File: src/sv/tmq_pkg.sv
// Types, codes and helpers shared by the timer queue modules.
`timescale 1ns / 1ps
package tmq_pkg;

    localparam int ID_W      = 6;
    localparam int TIMEOUT_W = 31;
    localparam int NOW_W     = 48;
    localparam int KIND_W    = 3;
    localparam int FIRE_W    = 7;
    localparam int MAX_FIRE  = 64;

    typedef enum logic [1:0] {
        OP_START = 2'd0,
        OP_STOP  = 2'd1,
        OP_TICK  = 2'd2,
        OP_QUERY = 2'd3
    } op_t;

    typedef enum logic [KIND_W-1:0] {
        KIND_STARTED    = 3'd0,
        KIND_FULL       = 3'd1,
        KIND_STOPPED    = 3'd2,
        KIND_NOT_ACTIVE = 3'd3,
        KIND_FIRED      = 3'd4,
        KIND_NONE       = 3'd5,
        KIND_EARLIEST   = 3'd6
    } kind_t;

    typedef enum logic [3:0] {
        ST_CLEAR,
        ST_IDLE,
        ST_POS,
        ST_CHK,
        ST_RM,
        ST_RM_LAST,
        ST_UP0,
        ST_UP,
        ST_DN0,
        ST_DN1,
        ST_DN2,
        ST_CONT,
        ST_TICK,
        ST_TICK_AFT,
        ST_QUERY,
        ST_EMIT
    } state_t;

    typedef struct packed {
        logic [1:0]           opcode;
        logic [ID_W-1:0]      timer_id;
        logic [TIMEOUT_W-1:0] delay_ms;
        logic [NOW_W-1:0]     now_ms;
    } tmq_req_t;

    typedef struct packed {
        logic [KIND_W-1:0] result_kind;
        logic [ID_W-1:0]   result_id;
        logic [NOW_W-1:0]  expiry_ms;
        logic              last;
    } tmq_res_t;

    function automatic tmq_res_t mk_res(kind_t k, logic [ID_W-1:0] id,
                                        logic [NOW_W-1:0] e, logic l);
        tmq_res_t r;
        r.result_kind = k;
        r.result_id   = id;
        r.expiry_ms   = e;
        r.last        = l;
        return r;
    endfunction

endpackage

File: src/sv/timer_expiry_priority_queue.sv
// Top level of the timer expiry priority queue.
`timescale 1ns / 1ps
// Keeps up to MAX_TIMERS one-shot timers in a binary min-heap held in a slot memory
// (id and expiry per slot) plus an id-to-slot memory, both with registered read data.
// Requests are handled one at a time. A query reads the root; a start of an idle timer
// inserts at the end and sifts up; a stop removes the entry, fills its slot with the
// last element and sifts it up or down; a restart pays for a removal and an insert.
// A tick removes each fired timer in turn. The heap memory port is read once per
// level moved up and up to twice per level moved down. After reset a clearing pass
// writes every entry of the id-to-slot memory, during which no request is accepted.
// Results leave through an output register, one per request except a tick that fires
// several timers, whose final result carries last.
module timer_expiry_priority_queue #(
    parameter int MAX_TIMERS = 64,
    parameter int TIME_BITS  = 48
) (
    input  logic              aclk,
    input  logic              aresetn,
    input  logic              s_valid,
    output logic              s_ready,
    input  tmq_pkg::tmq_req_t s_data,
    output logic              m_valid,
    input  logic              m_ready,
    output tmq_pkg::tmq_res_t m_data
);
    import tmq_pkg::*;

    localparam int IDW = $clog2(MAX_TIMERS);
    localparam int EW  = IDW + TIME_BITS;

    logic           h_rd_en, h_wr_en, p_rd_en, p_wr_en;
    logic [IDW-1:0] h_rd_addr, h_wr_addr, p_rd_addr, p_wr_addr;
    logic [EW-1:0]  h_rd_data, h_wr_data;
    logic [IDW-1:0] p_rd_data, p_wr_data;
    logic           res_valid, res_ready;
    tmq_res_t       res;
    logic           m_valid_reg;
    tmq_res_t       m_data_reg;

    tmq_ctrl #(.MAX_TIMERS(MAX_TIMERS), .TIME_BITS(TIME_BITS)) u_ctrl (
        .aclk, .aresetn, .s_valid, .s_ready, .s_data,
        .res_valid, .res_ready, .res,
        .h_rd_en, .h_rd_addr, .h_rd_data, .h_wr_en, .h_wr_addr, .h_wr_data,
        .p_rd_en, .p_rd_addr, .p_rd_data, .p_wr_en, .p_wr_addr, .p_wr_data
    );

    tmq_ram #(.DEPTH(MAX_TIMERS), .WIDTH(EW)) u_heap_ram (
        .aclk, .wr_en(h_wr_en), .wr_addr(h_wr_addr), .wr_data(h_wr_data),
        .rd_en(h_rd_en), .rd_addr(h_rd_addr), .rd_data(h_rd_data)
    );

    tmq_ram #(.DEPTH(MAX_TIMERS), .WIDTH(IDW)) u_pos_ram (
        .aclk, .wr_en(p_wr_en), .wr_addr(p_wr_addr), .wr_data(p_wr_data),
        .rd_en(p_rd_en), .rd_addr(p_rd_addr), .rd_data(p_rd_data)
    );

    assign res_ready = !m_valid_reg || m_ready;

    always_ff @(posedge aclk) begin
        if (!aresetn) begin
            m_valid_reg <= 1'b0;
        end else if (res_ready) begin
            m_valid_reg <= res_valid;
        end
        if (res_valid && res_ready) begin
            m_data_reg <= res;
        end
    end

    assign m_valid = m_valid_reg;
    assign m_data  = m_data_reg;
endmodule

File: src/sv/tmq_ram.sv
// Single-port-write, single-port-read synchronous memory with registered read data.
`timescale 1ns / 1ps
module tmq_ram #(
    parameter int DEPTH = 64,
    parameter int WIDTH = 8
) (
    input  logic                     aclk,
    input  logic                     wr_en,
    input  logic [$clog2(DEPTH)-1:0] wr_addr,
    input  logic [WIDTH-1:0]         wr_data,
    input  logic                     rd_en,
    input  logic [$clog2(DEPTH)-1:0] rd_addr,
    output logic [WIDTH-1:0]         rd_data
);
    logic [WIDTH-1:0] mem_reg [DEPTH];
    logic [WIDTH-1:0] rd_data_reg;

    always_ff @(posedge aclk) begin
        if (wr_en) begin
            mem_reg[wr_addr] <= wr_data;
        end
        if (rd_en) begin
            rd_data_reg <= mem_reg[rd_addr];
        end
    end

    assign rd_data = rd_data_reg;
endmodule

File: src/sv/tmq_ctrl.sv
// Sequencer for heap insert, removal, sift and the command flows of the timer queue.
`timescale 1ns / 1ps
module tmq_ctrl #(
    parameter int MAX_TIMERS = 64,
    parameter int TIME_BITS  = 48
) (
    input  logic                                    aclk,
    input  logic                                    aresetn,
    input  logic                                    s_valid,
    output logic                                    s_ready,
    input  tmq_pkg::tmq_req_t                       s_data,
    output logic                                    res_valid,
    input  logic                                    res_ready,
    output tmq_pkg::tmq_res_t                       res,
    output logic                                    h_rd_en,
    output logic [$clog2(MAX_TIMERS)-1:0]           h_rd_addr,
    input  logic [$clog2(MAX_TIMERS)+TIME_BITS-1:0] h_rd_data,
    output logic                                    h_wr_en,
    output logic [$clog2(MAX_TIMERS)-1:0]           h_wr_addr,
    output logic [$clog2(MAX_TIMERS)+TIME_BITS-1:0] h_wr_data,
    output logic                                    p_rd_en,
    output logic [$clog2(MAX_TIMERS)-1:0]           p_rd_addr,
    input  logic [$clog2(MAX_TIMERS)-1:0]           p_rd_data,
    output logic                                    p_wr_en,
    output logic [$clog2(MAX_TIMERS)-1:0]           p_wr_addr,
    output logic [$clog2(MAX_TIMERS)-1:0]           p_wr_data
);
    import tmq_pkg::*;

    localparam int IDW = $clog2(MAX_TIMERS);
    localparam int CW  = $clog2(MAX_TIMERS + 1);
    localparam int SW  = ((TIME_BITS > TIMEOUT_W) ? TIME_BITS : TIMEOUT_W) + 1;
    localparam logic [TIME_BITS-1:0] TIME_MAX = '1;
    localparam logic [CW-1:0]        CNT_MAX  = CW'(MAX_TIMERS);

    state_t                state_reg, state_next;
    tmq_req_t              req_reg, req_next;
    tmq_res_t              res_reg, res_next;
    logic [CW-1:0]         cnt_reg, cnt_next;
    logic [IDW-1:0]        hole_reg, hole_next;
    logic [IDW-1:0]        ent_id_reg, ent_id_next;
    logic [TIME_BITS-1:0]  ent_key_reg, ent_key_next;
    logic [IDW-1:0]        rm_id_reg, rm_id_next;
    logic [TIME_BITS-1:0]  rm_key_reg, rm_key_next;
    logic [IDW-1:0]        lid_reg, lid_next;
    logic [TIME_BITS-1:0]  lkey_reg, lkey_next;
    logic                  up_moved_reg, up_moved_next;
    logic                  allow_dn_reg, allow_dn_next;
    logic                  ins_reg, ins_next;
    logic [FIRE_W-1:0]     fire_reg, fire_next;
    logic [IDW-1:0]        clr_reg, clr_next;

    logic [IDW-1:0]        rd_id;
    logic [TIME_BITS-1:0]  rd_key;
    logic [TIME_BITS-1:0]  now_t;
    logic [SW-1:0]         sum;
    logic [TIME_BITS-1:0]  exp_t;
    logic [IDW-1:0]        req_idx;
    logic [IDW-1:0]        parent;
    logic [IDW+1:0]        lft, rgt, cnt_x;
    logic [CW-1:0]         cnt_dec;
    logic                  id_ok;
    logic                  active;
    logic                  more;
    logic [FIRE_W-1:0]     fire_inc;
    logic                  wr_en;
    logic [IDW-1:0]        wr_slot;
    logic [IDW-1:0]        wr_id;
    logic [TIME_BITS-1:0]  wr_key;
    logic                  clr_en;

    assign rd_id    = h_rd_data[IDW+TIME_BITS-1:TIME_BITS];
    assign rd_key   = h_rd_data[TIME_BITS-1:0];
    assign now_t    = TIME_BITS'(req_reg.now_ms);
    // Expiry saturates at the top of the time range.
    assign sum      = SW'(now_t) + SW'(req_reg.delay_ms);
    assign exp_t    = (sum > SW'(TIME_MAX)) ? TIME_MAX : TIME_BITS'(sum);
    assign req_idx  = IDW'(req_reg.timer_id);
    assign parent   = IDW'((hole_reg - IDW'(1)) >> 1);
    assign lft      = {1'b0, hole_reg, 1'b1};
    assign rgt      = lft + (IDW+2)'(1);
    assign cnt_x    = (IDW+2)'(cnt_reg);
    assign cnt_dec  = cnt_reg - CW'(1);
    assign id_ok    = (32'(s_data.timer_id) < 32'(MAX_TIMERS));
    // An id is live only if its stored slot is occupied and points back at it.
    assign active   = ((IDW+2)'(hole_reg) < cnt_x) && (rd_id == req_idx);
    assign fire_inc = fire_reg + FIRE_W'(1);
    assign more     = (cnt_reg != '0) && (rd_key <= now_t) && (fire_inc < FIRE_W'(MAX_FIRE));

    assign h_wr_en   = wr_en;
    assign h_wr_addr = wr_slot;
    assign h_wr_data = {wr_id, wr_key};
    assign p_wr_en   = wr_en | clr_en;
    assign p_wr_addr = clr_en ? clr_reg : wr_id;
    assign p_wr_data = clr_en ? '0 : wr_slot;
    assign p_rd_addr = IDW'(s_data.timer_id);
    assign res       = res_reg;

    always_ff @(posedge aclk) begin
        if (!aresetn) begin
            state_reg <= ST_CLEAR;
            cnt_reg   <= '0;
            clr_reg   <= '0;
        end else begin
            state_reg <= state_next;
            cnt_reg   <= cnt_next;
            clr_reg   <= clr_next;
        end
        req_reg      <= req_next;
        res_reg      <= res_next;
        hole_reg     <= hole_next;
        ent_id_reg   <= ent_id_next;
        ent_key_reg  <= ent_key_next;
        rm_id_reg    <= rm_id_next;
        rm_key_reg   <= rm_key_next;
        lid_reg      <= lid_next;
        lkey_reg     <= lkey_next;
        up_moved_reg <= up_moved_next;
        allow_dn_reg <= allow_dn_next;
        ins_reg      <= ins_next;
        fire_reg     <= fire_next;
    end

    always_comb begin
        state_next    = state_reg;
        req_next      = req_reg;
        res_next      = res_reg;
        cnt_next      = cnt_reg;
        hole_next     = hole_reg;
        ent_id_next   = ent_id_reg;
        ent_key_next  = ent_key_reg;
        rm_id_next    = rm_id_reg;
        rm_key_next   = rm_key_reg;
        lid_next      = lid_reg;
        lkey_next     = lkey_reg;
        up_moved_next = up_moved_reg;
        allow_dn_next = allow_dn_reg;
        ins_next      = ins_reg;
        fire_next     = fire_reg;
        clr_next      = clr_reg;
        s_ready       = 1'b0;
        res_valid     = 1'b0;
        h_rd_en       = 1'b0;
        h_rd_addr     = '0;
        p_rd_en       = 1'b0;
        wr_en         = 1'b0;
        wr_slot       = hole_reg;
        wr_id         = ent_id_reg;
        wr_key        = ent_key_reg;
        clr_en        = 1'b0;

        unique case (state_reg)
            ST_CLEAR: begin
                clr_en   = 1'b1;
                clr_next = clr_reg + IDW'(1);
                if (clr_reg == IDW'(MAX_TIMERS - 1)) begin
                    state_next = ST_IDLE;
                end
            end
            ST_IDLE: begin
                s_ready = 1'b1;
                if (s_valid) begin
                    req_next  = s_data;
                    fire_next = '0;
                    ins_next  = 1'b0;
                    unique case (op_t'(s_data.opcode)) inside
                        OP_START, OP_STOP: begin
                            if (id_ok) begin
                                p_rd_en    = 1'b1;
                                state_next = ST_POS;
                            end else begin
                                res_next = mk_res((op_t'(s_data.opcode) == OP_START) ?
                                                  KIND_FULL : KIND_NOT_ACTIVE,
                                                  s_data.timer_id, '0, 1'b1);
                                state_next = ST_EMIT;
                            end
                        end
                        OP_TICK: begin
                            h_rd_en    = 1'b1;
                            state_next = ST_TICK;
                        end
                        OP_QUERY: begin
                            h_rd_en    = 1'b1;
                            state_next = ST_QUERY;
                        end
                        default: state_next = ST_IDLE;
                    endcase
                end
            end
            ST_POS: begin
                hole_next  = p_rd_data;
                h_rd_en    = 1'b1;
                h_rd_addr  = p_rd_data;
                state_next = ST_CHK;
            end
            ST_CHK: begin
                rm_id_next  = rd_id;
                rm_key_next = rd_key;
                if (active) begin
                    state_next = ST_RM;
                end else if (op_t'(req_reg.opcode) == OP_STOP) begin
                    res_next   = mk_res(KIND_NOT_ACTIVE, req_reg.timer_id, '0, 1'b1);
                    state_next = ST_EMIT;
                end else if (cnt_reg == CNT_MAX) begin
                    res_next   = mk_res(KIND_FULL, req_reg.timer_id, '0, 1'b1);
                    state_next = ST_EMIT;
                end else begin
                    ent_id_next   = req_idx;
                    ent_key_next  = exp_t;
                    hole_next     = IDW'(cnt_reg);
                    cnt_next      = cnt_reg + CW'(1);
                    up_moved_next = 1'b0;
                    allow_dn_next = 1'b0;
                    ins_next      = 1'b1;
                    state_next    = ST_UP0;
                end
            end
            ST_RM: begin
                // The last element fills the freed slot unless the freed slot was last.
                cnt_next      = cnt_dec;
                up_moved_next = 1'b0;
                allow_dn_next = 1'b1;
                if ((IDW+2)'(hole_reg) < (IDW+2)'(cnt_dec)) begin
                    h_rd_en    = 1'b1;
                    h_rd_addr  = IDW'(cnt_dec);
                    state_next = ST_RM_LAST;
                end else begin
                    state_next = ST_CONT;
                end
            end
            ST_RM_LAST: begin
                ent_id_next  = rd_id;
                ent_key_next = rd_key;
                state_next   = ST_UP0;
            end
            ST_UP0: begin
                if (hole_reg == '0) begin
                    if (!up_moved_reg && allow_dn_reg) begin
                        state_next = ST_DN0;
                    end else begin
                        wr_en      = 1'b1;
                        state_next = ST_CONT;
                    end
                end else begin
                    h_rd_en    = 1'b1;
                    h_rd_addr  = parent;
                    state_next = ST_UP;
                end
            end
            ST_UP: begin
                if (rd_key > ent_key_reg) begin
                    wr_en         = 1'b1;
                    wr_id         = rd_id;
                    wr_key        = rd_key;
                    hole_next     = parent;
                    up_moved_next = 1'b1;
                    state_next    = ST_UP0;
                end else if (!up_moved_reg && allow_dn_reg) begin
                    state_next = ST_DN0;
                end else begin
                    wr_en      = 1'b1;
                    state_next = ST_CONT;
                end
            end
            ST_DN0: begin
                if (lft >= cnt_x) begin
                    wr_en      = 1'b1;
                    state_next = ST_CONT;
                end else begin
                    h_rd_en    = 1'b1;
                    h_rd_addr  = IDW'(lft);
                    state_next = ST_DN1;
                end
            end
            ST_DN1: begin
                lid_next  = rd_id;
                lkey_next = rd_key;
                if (rgt < cnt_x) begin
                    h_rd_en    = 1'b1;
                    h_rd_addr  = IDW'(rgt);
                    state_next = ST_DN2;
                end else if (rd_key < ent_key_reg) begin
                    wr_en      = 1'b1;
                    wr_id      = rd_id;
                    wr_key     = rd_key;
                    hole_next  = IDW'(lft);
                    state_next = ST_DN0;
                end else begin
                    wr_en      = 1'b1;
                    state_next = ST_CONT;
                end
            end
            ST_DN2: begin
                // Only a strictly smaller child moves up; ties favor the left child.
                if (lkey_reg < ent_key_reg) begin
                    if (rd_key < lkey_reg) begin
                        wr_id     = rd_id;
                        wr_key    = rd_key;
                        hole_next = IDW'(rgt);
                    end else begin
                        wr_id     = lid_reg;
                        wr_key    = lkey_reg;
                        hole_next = IDW'(lft);
                    end
                    wr_en      = 1'b1;
                    state_next = ST_DN0;
                end else if (rd_key < ent_key_reg) begin
                    wr_en      = 1'b1;
                    wr_id      = rd_id;
                    wr_key     = rd_key;
                    hole_next  = IDW'(rgt);
                    state_next = ST_DN0;
                end else begin
                    wr_en      = 1'b1;
                    state_next = ST_CONT;
                end
            end
            ST_CONT: begin
                unique case (op_t'(req_reg.opcode))
                    OP_START: begin
                        if (!ins_reg) begin
                            ent_id_next   = req_idx;
                            ent_key_next  = exp_t;
                            hole_next     = IDW'(cnt_reg);
                            cnt_next      = cnt_reg + CW'(1);
                            up_moved_next = 1'b0;
                            allow_dn_next = 1'b0;
                            ins_next      = 1'b1;
                            state_next    = ST_UP0;
                        end else begin
                            res_next   = mk_res(KIND_STARTED, req_reg.timer_id,
                                                NOW_W'(ent_key_reg), 1'b1);
                            state_next = ST_EMIT;
                        end
                    end
                    OP_STOP: begin
                        res_next   = mk_res(KIND_STOPPED, req_reg.timer_id,
                                            NOW_W'(rm_key_reg), 1'b1);
                        state_next = ST_EMIT;
                    end
                    OP_TICK: begin
                        h_rd_en    = 1'b1;
                        state_next = ST_TICK_AFT;
                    end
                    default: state_next = ST_IDLE;
                endcase
            end
            ST_TICK: begin
                if ((cnt_reg != '0) && (rd_key <= now_t)) begin
                    rm_id_next  = rd_id;
                    rm_key_next = rd_key;
                    hole_next   = '0;
                    state_next  = ST_RM;
                end else begin
                    res_next   = mk_res(KIND_NONE, '0, '0, 1'b1);
                    state_next = ST_EMIT;
                end
            end
            ST_TICK_AFT: begin
                // The new root and the count of firings so far decide whether this firing closes the run.
                fire_next  = fire_inc;
                res_next   = mk_res(KIND_FIRED, ID_W'(rm_id_reg), NOW_W'(rm_key_reg), !more);
                state_next = ST_EMIT;
            end
            ST_QUERY: begin
                if (cnt_reg == '0) begin
                    res_next = mk_res(KIND_EARLIEST, '0, '1, 1'b1);
                end else begin
                    res_next = mk_res(KIND_EARLIEST, ID_W'(rd_id), NOW_W'(rd_key), 1'b1);
                end
                state_next = ST_EMIT;
            end
            ST_EMIT: begin
                res_valid = 1'b1;
                if (res_ready) begin
                    if ((op_t'(req_reg.opcode) == OP_TICK) && !res_reg.last) begin
                        h_rd_en    = 1'b1;
                        state_next = ST_TICK;
                    end else begin
                        state_next = ST_IDLE;
                    end
                end
            end
            default: state_next = ST_IDLE;
        endcase
    end
endmodule

File: config.mk
export PLATFORM = sky130hd
export DESIGN_NAME = timer_expiry_priority_queue
export DESIGN_NICKNAME = d
export VERILOG_FILES = /design/src/sv/tmq_pkg.sv /design/src/sv/timer_expiry_priority_queue.sv /design/src/sv/tmq_ram.sv /design/src/sv/tmq_ctrl.sv
export SDC_FILE = /design/constraint.sdc
export NUM_CORES = 2
export LEC_CHECK = 0
export CAP_MARGIN = 0
export CELL_PAD_IN_SITES_DETAIL_PLACEMENT = 2
export CELL_PAD_IN_SITES_GLOBAL_PLACEMENT = 2
export CORE_ASPECT_RATIO = 1.75
export CORE_MARGIN = 4
export CORE_UTILIZATION = 44
export CTS_BUF_LIST = sky130_fd_sc_hd__clkbuf_8
export DETAILED_ROUTE_END_ITERATION = 7
export DONT_BUFFER_PORTS = 1
export PLACE_DENSITY_LB_ADDON = 0.1
export SETUP_SLACK_MARGIN = 0.02
export SYNTH_ARGS = -nofsm -noshare
export SYNTH_HDL_FRONTEND = slang
export SYNTH_SLANG_ARGS = --single-unit
File: constraint.sdc
create_clock -name aclk -period 6.3 [get_ports aclk]
set_input_delay 1.89 -clock aclk [delete_from_list [all_inputs] [get_ports aclk]]
set_output_delay 1.89 -clock aclk [all_outputs]
set_load 0.05 [all_outputs]
Yosys cells after proc, flatten, opt, wreduce, memory -nomap -nowiden

Memories as Yosys holds them, arrays and structs flattened. A register that Yosys moved wholly into a read port is not among the register bits.
Cells that the tools add are included.
W data, S select, Z words.

Logic and storage cells: 251
Bits of input ports: 91
Memories kept: 2
Bits in writable memories: 3840
Output and inout port bits: 60
Bits in registers: 399

Memory list:

| name               | depth | bits a word | rd ports | clocked after Yosys merged registers in | wr ports | RTL line      | text |
|---|---|---|---|---|---|---|---|
| u_heap_ram.mem_reg | 64    | 54          | 1        | 1                                       | 1        | tmq_ram.sv:15 | `logic [WIDTH-1:0] mem_reg [DEPTH];` |
| u_pos_ram.mem_reg  | 64    | 6           | 1        | 1                                       | 1        | tmq_ram.sv:15 |  |

Reductions and logical operators: 38
Add/sub/neg operators: 7
Multiplexer cells: 125
Equal/unequal tests: 40
Magnitude comparators: 11
Bitwise gates (word level): 1

Operators with widths:

| kind                   | number |
|---|---|
| $mux W48               | 12 |
| $mux W58               | 5 |
| $pmux W58 S5           | 1 |
| $pmux W48 S3           | 2 |
| $mux W6                | 28 |
| $lt A48 B48 Y1         | 3 |
| $pmux W58 S2           | 1 |
| $pmux W48 S2           | 1 |
| $pmux W4 S15           | 1 |
| $mux W55               | 1 |
| $mux W4                | 13 |
| $add A48 B31 Y49       | 1 |
| $gt A49 B48 Y1 const B | 1 |
| $gt A48 B48 Y1         | 1 |
| $le A48 B48 Y1         | 1 |
| $mux W7                | 6 |
| $pmux W6 S7            | 1 |
| $pmux W6 S3            | 2 |
| $mux W1                | 35 |
| $eq A4 B4 Y1 const B   | 8 |
| $pmux W6 S5            | 1 |
| $pmux W4 S3            | 2 |
| $reduce_and A6 Y1      | 4 |
| $pmux W7 S3            | 1 |
| other kinds (47)       | 90 |

Depth between registers and ports, before layout

Depth in word-level cells: 8
Gate-level depth with buffers: 23

Modules after synthesis

From an unflattened synthesis, not the netlist that was laid out.

Cell total of the unflattened synthesis: 8546
Area total of the unflattened synthesis: 171435.7 µm²

Modules (own cells, without submodules):

| module                      | instances | cells an instance | seq. area each (µm²) | area each (µm²) |
|---|---|---|---|---|
| tmq_ram (u_heap_ram)        | 1         | 5624              | 105401.1             | 132398.2 |
| tmq_ctrl                    | 1         | 2139              | 10039.6              | 21952.3 |
| tmq_ram (u_pos_ram)         | 1         | 720               | 11711.2              | 15285.9 |
| timer_expiry_priority_queue | 1         | 63                | 1761.7               | 1799.2 |

Worst setup path before layout

No wires, ideal clock.

Kind: input port to flip-flop
Start: in s_valid
End: reg u_heap_ram.rd_data_reg[0] (netlist: u_heap_ram.rd_data[0]), read port of u_heap_ram.mem_reg (enable)
Cell stages on the path: 4
Setup slack: 0.326 ns
Required time: 5.427 ns
Arrival time: 5.101 ns
Path through: nand2_1 > inv_1 > a221oi_1 > nand4_1

Word-level cells in the longest chain between the ends: 2

Ends and longest elaborated chain:

| element           | RTL line                          | text |
|---|---|---|
| start, declared   | timer_expiry_priority_queue.sv:19 | `input logic s_valid,` |
| $mux W1           | tmq_ctrl.sv:162                   | `if (s_valid) begin` |
| $pmux W1 S8       | tmq_ctrl.sv:152                   | `unique case (state_reg)` |
| named net h_rd_en | timer_expiry_priority_queue.sv:31 | `logic h_rd_en, h_wr_en, p_rd_en, p_wr_en;` |
| end, declared     | tmq_ram.sv:16                     | `logic [WIDTH-1:0] rd_data_reg;` |

The timed path passes the listed nets, and every way through them passes these cells.
A chain may end at the register's enable or synchronous reset.

Worst setup path in the final report

Start: reg u_ctrl.ent_key_reg[27]
End: mem u_heap_ram.mem_reg[1][7] in the netlist's numbering (data pin)

Word-level cells in the longest chain between the ends: 4
Elaborated cells between the ends (all ways): 8
Classes of those cells: 3 x order compare; 5 x mux

Ends and longest elaborated chain:

| element                     | RTL line                          | text |
|---|---|---|
| start, declared             | tmq_ctrl.sv:42                    | `logic [TIME_BITS-1:0] ent_key_reg, ent_key_next;` |
| start signal, assigned      | tmq_ctrl.sv:113                   | `ent_key_reg <= ent_key_next;` |
| $lt A48 B48 Y1              | tmq_ctrl.sv:282, tmq_ctrl.sv:307  |  |
| $mux W48                    | tmq_ctrl.sv:282, tmq_ctrl.sv:307  |  |
| $mux W48 (on tied branches) | tmq_ctrl.sv:295, tmq_ctrl.sv:278  |  |
| $pmux W48 S3 (*)            | tmq_ctrl.sv:152                   |  |
| named net h_wr_data[7]      | timer_expiry_priority_queue.sv:33 | `logic [EW-1:0] h_rd_data, h_wr_data;` |
| end, declared               | tmq_ram.sv:15                     |  |

The timed path passes the listed nets; every way through them passes the cells marked *.

==> results_dict.tcl <==
set metrics [dict create \
    outcome "finished clean" \
    synthXorXnorAreaFrac_pct 0.373 \
    fmax_ghz 0.161 \
    rows 305 \
    synth_compound_area_share_pct 7.14 \
    drv_slew 0 \
    wl_per_cell_um 40.8 \
    timing.final.crit_share_pct 98.6 \
    gr-total-overflow 0 \
    synth-adder-area-share_pct 1.83 \
    ys_seq_elements 4299 \
    largest_reg_flops 3456 \
    cp_max_fo 64 \
    via_count 117000 \
    clock-root-buffer "clkbuf_8" \
    yosys.area_share.simple_pct 9.60 \
    arrival_ps 7000 \
    max-vdd-ir-drop_uv 201 \
    min-delay-start "u_ctrl.res[1]" \
    startpoint_type "flip-flop" \
    drive_gt1_share_pct 17.2 \
    power_density_mw_per_mm2 264 \
    clk_latency_ps 1180 \
    worstSetupPathType "flip-flop to flip-flop" \
    htree_num_levels 6 \
    start_util_pct 44.1 \
    fin_nets 12700 \
    cts_tree "yes" \
    first_pass_iters 6 \
    slew_headroom_pct 7.22 \
    post-route-util_pct 50.8 \
    setup_viol 0 \
    final_hold_viol_count 0 \
    wl_um 737000 \
    hold-worst-slack_ps 420 \
    cts_max_path_buffers 4 \
    synth.yosys.seq_area_share_pct 74.1 \
    leakage_nw 68.7 \
    clock_skew_ps 59.7 \
    yosys-top-cells-area "edfxtp_1 74%, nand2_1 5.3%, mux4_2 3.8%, ha_1 1.8%, and3_1 1.6%" \
    grt_max_degree 104 \
    fp.dieH_um 840 \
    dieArea_sq_mm 0.406 \
    synth_nets 11900 \
    yosys.area.top_type "edfxtp_1" \
    drtIter0Drc 12800 \
    ios 151 \
    synthToLayoutAreaGrowth_pct 15.2 \
    portBuffers 0 \
    die_w_um 483 \
    antenna_found_initial 49 \
    first_global_vias 127000 \
    avgSynthCellArea_sq_um 15.0 \
    holdCritPathClass "flip-flop to flip-flop" \
    synthMuxAreaShare_pct 4.75 \
    yosys_most_used_dff "edfxtp_1" \
    synth_edf_count 4281 \
    yosysWarnings 0 \
    clock-sinks 4299 \
    finalCriticalPeriod_ps 6210 \
    grt_pass1_wl_um 1020000 \
    rsz0062_at_grt "no" \
    dp_hpwl_um 458000 \
    yosysUniqueCellTypes 89 \
    maxCapViolations 0 \
    numCtsBuffers 644 \
    core_sq_mm 0.394 \
    ys_async_sr_fraction_pct 0 \
    worstMarginPinSlew_ps 1390 \
    gp_congestion 0.900 \
    reg2reg_from "u_ctrl.ent_key_reg[27]" \
    synth_area_sq_mm 0.174 \
    track_usage_pct 35.6 \
    layout_common_cells "4,281 x edfxtp_1, 2,461 x nand2_1, 664 x clkbuf_8, 488 x buf_4, 432 x and3_1" \
    cts.reportedPaths.clkPinSlew_ps 60 \
    synth_top_family_by_area "simple AND/OR/NAND/NOR gates" \
    drc 0 \
    crit_start "u_ctrl.ent_key_reg[27]" \
    final_common_cell "edfxtp_1" \
    viasPerCell 6.48 \
    final_antenna_net_count 0 \
    end_kind "flip-flop" \
    synth_top_area_share_pct 73.9 \
    cp.required_ps 7090 \
    syn_inst 11600 \
]
[cell usage after synthesis (all sizes together), types with 24 or more instances]
cell type,instances
a21oi,278
edfxtp,4281
a22oi,106
xnor2,54
a31oi,297
o21ai,285
a311oi,165
a21o,47
nor2,197
clkbuf,488
nand2,2470
a211oi,24
ha,253
a222oi,55
mux4,290
nor4,68
o2111ai,58
buf,220
a32oi,163
or2,56
a221oi,65
inv,240
nand4,157
and3,440
nand3,218
mux2i,165
o22a,37
nor3,87
o22ai,61
[cells by family after synthesis]
kind of cell	after synthesis
AOI/OAI and AO/OA	1740
muxes	462
and+or+nand+nor	3781
adders and majority gates	254
xor gates and xnor gates	74
buffers and inverters	951
DFF	4299
[metrics by stage]
step	instance area, sq um	setup TNS [ps]	std cells	setup WS (ps)	total power [mW]
3_3_place_gp	188000	-96040	16900	-596	31.8
2_1_floorplan	174000	0	11600	326	31.8
3_5_place_dp	189000	-12200	16900	-289	31.8
6_report	200000	0	18100	88.5	53.0
4_1_cts	200000	0	18000	31.0	53.3
5_1_grt	200000	0	18000	28.0	54.5
[repair_timing]
item                                    in CTS  in global routing
setup buffers                                0                  4
hold buffers                                 0                  0
pin swaps                                    0                  1
gates resized for setup                     30                 13
endpoints found under the setup margin     145                303
[area by class of cell]
cell class / count / area [sq um]
Tap cell: 5219 / 6530
Timing Repair Buffer: 813 / 10100
Fill cell: 35800 / 194000
Clock buffer: 664 / 9140
Sequential cell: 4299 / 129000
Clock inverter: 469 / 2350
Antenna cell: 35 / 87.6
Inverter: 243 / 915
Multi-Input combinational cell: 6311 / 42300
[critical path, stage by stage, from the launching register on]
cell and delay [ps]:
edfxtp_1 430, inv_1 90, ha_1 310, nand2_1 150, o21ai_0 610, a22oi_1 190, a22oi_1 680, or3_4 380
mux2_4 340, a221o_2 510, buf_4 360, a222oi_1 980, buf_6 250, buf_4 150, inv_2 40, buf_4 300
[final timing paths]
path / end / slack (ps) / depth (start not counted)
worst min register to register: m_data[1] / 420 / 0
worst max-delay path: u_heap_ram.mem_reg[1][7] / 90 / 15
worst max register to register: u_heap_ram.mem_reg[1][7] / 90 / 15
worst min-delay path: m_data[1] / 420 / 0
[routing by layer]
layer	up-vias	GRT usage [%]	share of wire [%]
met3	1988	5.97	6.9
li1	46200	-	-
met4	26	25.1	8.0
met1	62800	40.5	35
met2	5933	61.1	50
met5	-	0	0.024
[power by group]
group	switching, mW	internal [mW]
sequential	0.00990	31.0
clock	11.4	10.4
combinational	0.0988	0.101
total	11.5	41.4
Note: power is estimated with default switching activity, not from simulation.
